[config.mk]
export PLATFORM = sky130hd
export DESIGN_NAME = pctb_div
export DESIGN_NICKNAME = d
export VERILOG_FILES = /design/src/hdl/pctb_pkg.sv /design/src/hdl/pctb_div.sv
export VERILOG_INCLUDE_DIRS = /design/src /design/src/hdl
export SDC_FILE = /design/constraint.sdc
export NUM_CORES = 1
export LEC_CHECK = 0
export BUFFER_PORTS_ARGS = -buffer_cell sky130_fd_sc_hd__buf_2
export CORE_MARGIN = 2
export CORE_UTILIZATION = 53
export DETAILED_ROUTE_END_ITERATION = 10
export PLACE_DENSITY = 0.8
export SLEW_MARGIN = 20
export SYNTH_ARGS = -nofsm -noshare
export SYNTH_HDL_FRONTEND = slang
export SYNTH_SLANG_ARGS = --single-unit
[constraint.sdc]
create_clock -name clk -period 3.36 [get_ports clk]
set_input_delay 0 -clock clk [delete_from_list [all_inputs] [get_ports clk]]
set_output_delay 0 -clock clk [all_outputs]
set_load 0.1 [all_outputs]
[src/hdl/per_client_token_bucket_limiter_top_assert.svh]
// Assertion macros shared by the token bucket limiter modules.
// No dependencies; included by the files that carry assertions.
`ifndef PER_CLIENT_TOKEN_BUCKET_LIMITER_TOP_ASSERT_SVH
`define PER_CLIENT_TOKEN_BUCKET_LIMITER_TOP_ASSERT_SVH

// Implication checked at every edge outside reset.
`define PCTB_ASSERT_IMP(label, clk, rst, lhs, rhs) \
  label: assert property (@(posedge clk) disable iff (rst) (lhs) |-> (rhs)) \
    else $error("pctb assertion failed");

// Next-cycle implication checked outside reset.
`define PCTB_ASSERT_NEXT(label, clk, rst, lhs, rhs) \
  label: assert property (@(posedge clk) disable iff (rst) (lhs) |=> (rhs)) \
    else $error("pctb assertion failed");

`endif

[src/hdl/pctb_pkg.sv]
// Package for the per-client token bucket limiter.
// Holds result status codes, register indexes, the divider result type and channel payload types; no dependencies.
package pctb_pkg;

  localparam logic [1:0] ST_KNOWN = 2'd0;
  localparam logic [1:0] ST_NEW   = 2'd1;
  localparam logic [1:0] ST_EMPTY = 2'd2;
  localparam logic [1:0] ST_FULL  = 2'd3;

  localparam int REG_MAX     = 0;
  localparam int REG_REFILL  = 1;
  localparam int REG_CLEANUP = 2;

  // Quotient and remainder from the serial divider.
  typedef struct packed {
    logic [31:0] quo;
    logic [19:0] rem;
  } div_res_t;

  typedef struct packed {
    logic [31:0] client_addr;
    logic [31:0] now_ms;
  } req_t;

  typedef struct packed {
    logic       granted;
    logic [1:0] status;
    logic [9:0] tokens_left;
  } rsp_t;

endpackage

[src/hdl/pctb_div.sv]
// Restoring serial divider, one quotient bit per cycle.
// Depends on pctb_pkg.
module pctb_div import pctb_pkg::*; (
  input  logic        clk,
  input  logic        rst,
  input  logic        start,
  input  logic [31:0] dividend,
  input  logic [19:0] divisor,
  output logic        done,
  output div_res_t    res
);
  logic [5:0]  cnt;
  logic        busy;
  logic [31:0] quo;
  logic [20:0] rem;
  logic [19:0] dvs;
  logic [20:0] trial;
  logic [20:0] shifted;

  assign shifted = {rem[19:0], quo[31]};
  assign trial   = shifted - {1'b0, dvs};

  always_ff @(posedge clk) begin
    if (rst) begin
      busy <= 1'b0;
      done <= 1'b0;
      cnt  <= '0;
    end else begin
      done <= 1'b0;
      if (start) begin
        busy <= 1'b1;
        cnt  <= '0;
      end else if (busy) begin
        cnt <= cnt + 6'd1;
        if (cnt == 6'd31) begin
          busy <= 1'b0;
          done <= 1'b1;
        end
      end
    end
  end

  always_ff @(posedge clk) begin
    if (start) begin
      quo <= dividend;
      rem <= '0;
      dvs <= divisor;
    end else if (busy) begin
      if (!trial[20]) begin
        rem <= trial;
        quo <= {quo[30:0], 1'b1};
      end else begin
        rem <= shifted;
        quo <= {quo[30:0], 1'b0};
      end
    end
  end

  assign res.quo = quo;
  assign res.rem = rem[19:0];

  `include "per_client_token_bucket_limiter_top_assert.svh"
  `PCTB_ASSERT_NEXT(a_div_done_pulse, clk, rst, done, !done)
  `PCTB_ASSERT_IMP(a_div_no_restart, clk, rst, start, !busy)
  `PCTB_ASSERT_IMP(a_div_rem_bound, clk, rst, done, rem[19:0] < dvs)
endmodule

==> out/metrics.csv <==
metric,value,unit
wire per inst,17.81,um
all-layer global routing usage,28.04,%
CP max stage delay,0.47,ns
post-synthesis sequential area ratio,50.18,%
HPWL Detailed,7.172,mm
Total Die Area,0.008710,mm^2
Flop pwr share,41.1,%
Yosys reg bits,80,
Worst Setup End Kind,register,
setup TNS,0,ns
I/O Buffers,107,
min cycle time layout,3.107,ns
"Hold Violations, Final",0,
Final WS setup,0.2529,ns
Synth Area per Inst,10.84,um^2
Detailed Route WL,11.74,mm
warning count from the yosys run,0,
drt first pass iters,5,
Syn Inst Count,390,
CP cell instances,inv_1 > ha_1 > fa_1 > and2b_1 > o2111ai_1 > a21o_1 > a21oi_1 > o211a_2 > buf_4 > nand2_1 > a311oi_1,
Detail Route Antenna Nets,0,
largest net degree at the start of global routing,47,
fill cell count,543,
status,finished clean,
vias in the first global route,3754,
initial antenna violation count,1,
crit-path max FO,15,
post-CTS setup buffers,0,
FF-to-FF path depth,11,
Syn Nets,467,
Worst path slowest cell,o211a_2,
Worst IR Drop VDD,0.4142,mV
asr flop ratio synth,0,%
Clock Latency Late Sink,0.37,ns
worst setup path start,quo[31],
Critical Path Sink,rem[8],
layout cell share with drive strength beyond 1,29.32,%
Setup WS pre-CTS,0.2557,ns
cell row count,32,
met1 WL,4.671,mm
leak pwr,0.002417,uW
DR WL met2,5.757,mm
Highest Signal Layer,met4,
Final period util,92.47,%
Core ar.,0.007727,mm^2
Pint,1812,uW
GRT overflow,0,
synth-to-layout area growth,32.60,%
Final Max Slew Viols,0,
Synth cell types,52,
"EDFF count, synth",52,
CP bufs+invs,2,
commonest register cell after synthesis,edfxtp_1,
slew margin rel.,52.45,%
kind of cell adding the most delay to the critical path,compound AO/OA/AOI/OAI gates,
Final Skew,0.008418,ns
die height,93.33,um
I/O Pins,108,
# Max-Cap Violations,0,
RSZ-0062 raised after global routing,no,
clock group share of total power,27.7,%
worst reg2reg endpoint,rem[8],
Finish-stage setup viols,0,
kind of critical path,register to register,
drt via density,5.642,
PD cells,519.4,mW/mm^2
met3 routed WL,984,um
switching power,1101,uW
vias,3718,
DP Area,0.004853,mm^2
combinational fraction of design power,31.2,%
Required @ worst endpoint,3.62,ns
clock sink count,80,
r2r setup slk,0.25,ns
Worst EP arrival,3.36,ns
CTS root buffer,clkbuf_8,
Critical Path Stages,11,
GPL Wtd Cong,0.8787,
drt drc,0,
fmax,0.3218,GHz
CTS tree,built,
maximum clock path buffer count,2,
Final nets,628,
CTS buffer count,9,
Starting Density,54.73,%
H-tree depth,3,
clk slew on worst S/H paths,0.08,ns
switch share,37.81,%
width of the die,93.33,um
RR Startpoint,quo[31],
initial drt markers,222,
Worst-Margin Slew,0.7106,ns
post-route cell area,0.005608,mm^2
global-route wire length before repair,18.58,mm
Worst setup SP type,register,
Hold WC Path Type,primary input to register,
Mapped Area,0.004229,mm^2
-- sequential cells by signal, summed over array words and instances, names as in the netlist --
name / flops
busy: 1
done: 1
dvs: 20
quo: 32
cnt: 6
rem: 20
-- logic make-up (layout without fill, tap and decap cells) --
logic type | Yosys count | after routing | synth area share (%)
XOR/XNOR | 15 | 15 | 3.107
flip-flops | 80 | 80 | 50.18
buffers and inverters | 44 | 210 | 4.467
AO/OA/AOI/OAI | 93 | 93 | 15.44
adder cells (fa/ha/maj) | 22 | 22 | 6.686
other | 0 | 1 | 0
multiplexers | 35 | 35 | 9.201
AND/OR/NAND/NOR | 101 | 101 | 10.92
-- through the flow --
step | cells | total power (uW) | hold slack, ns | utilization, %
after CTS | 658 | 2894 | 0.1676 | 72.54
final | 659 | 2913 | 0.1444 | 72.57
after detailed placement | 589 | 2056 | 0.1782 | 62.81
after global routing | 659 | 3010 | 0.1624 | 72.57
after floorplan | 390 | 1894 | 0.06907 | -
after global placement | 589 | 2041 | 0.1776 | 62.81
-- worst min-delay path by stage --
| stage | from | end | slack [ns] | cells after the start |
|---|---|---|---|---|
| finish | start | dvs[19] | 0.14 | 1 |
| global route | start | dvs[19] | 0.16 | 1 |
| CTS | start | dvs[5] | 0.17 | 1 |
| detailed placement | divisor[0] | dvs[0] | 0.18 | 1 |
| global placement | rst | busy | 0.18 | 2 |
| floorplan | rst | busy | 0.07 | 1 |
-- area by class of cell --
| type | instances | area, um^2 | share of cell area [%] |
|---|---|---|---|
| Clock buffer | 10 | 127.6 | 2.276 |
| Tap cell | 102 | 127.6 | 2.276 |
| Multi-Input combinational cell | 266 | 1918 | 34.20 |
| Sequential cell | 80 | 2122 | 37.84 |
| Inverter | 28 | 105.1 | 1.874 |
| Antenna cell | 1 | 2.502 | 0.04462 |
| Timing Repair Buffer | 166 | 1111 | 19.81 |
| Clock inverter | 6 | 93.84 | 1.673 |
-- worst register-to-register path: cells and delay by family, from the launching register on --
| family | cells | cell delay, ns |
|---|---|---|
| compound gates | 5 | 1.47 |
| fa+ha+maj | 2 | 0.62 |
| buf+inv | 2 | 0.26 |
| flops | 1 | 0.37 |
| simple gates | 2 | 0.29 |
-- Yosys cell counts, types with 3 or more instances --
cell type  number  area (um^2)
buf_2           4        20.02
dfxtp_1        28        560.5
nand2_1        41        153.9
buf_1           3        11.26
o21a_1          3        22.52
a21oi_1        19        95.09
edfxtp_1       52         1562
nor2_1         25        93.84
o21ai_0        18        90.09
a31oi_1         5        31.28
clkbuf_1        7        26.28
or3_1           4        25.02
nand2b_1        6        37.54
and3_1          5        31.28
o31ai_1         3        22.52
mux2i_1         4        40.04
mux2_2         31        349.1
inv_1          28        105.1
nand3_1         4        20.02
nand4_1         6        37.54
ha_1           21        262.8
xor2_1          7        61.31
a21o_1          8        60.06
xnor2_1         8        70.07
a311oi_1       14        122.6
nor3_1          4        20.02
-- placed cells by master, fill, tap and decap left out, drive strengths merged, types with 6 or more instances in the layout --
master,netlist,layout
a311oi,14,14
edfxtp,52,52
xor2,7,7
ha,21,21
a21o,8,8
buf,9,113
nand4,6,6
clkbuf,7,10
dlygate4sd3,0,53
nand2b,6,6
nor2,25,25
mux2,31,31
xnor2,8,8
o21ai,19,19
a21oi,19,19
dfxtp,28,28
nand2,41,41
inv,28,29
-- power by group through the flow --
stage          Combinational (uW)  Sequential [uW]  Clock, uW
3_3_place_gp                  833             1210          0
5_1_grt                       958             1200        847
3_5_place_dp                  847             1210          0
2_1_floorplan                 291             1600          0
4_1_cts                       895             1190        809
6_report                      910             1200        807
-- timing repair --
| action | 4_1_cts | 5_1_grt |
|---|---|---|
| endpoints found under the hold margin | 54 | 0 |
| hold buffers | 53 | 0 |
| gates resized for setup | 0 | 1 |
| setup endpoints to repair | 0 | 3 |
-- metal layers --
metal  track usage (%)  vias up
met1             32.75     1740
met2             47.12      181
met3             9.670       34
li1                  -     1763
met4             11.40        0
met5                 0        -
Power figures use the tool's default switching activity.
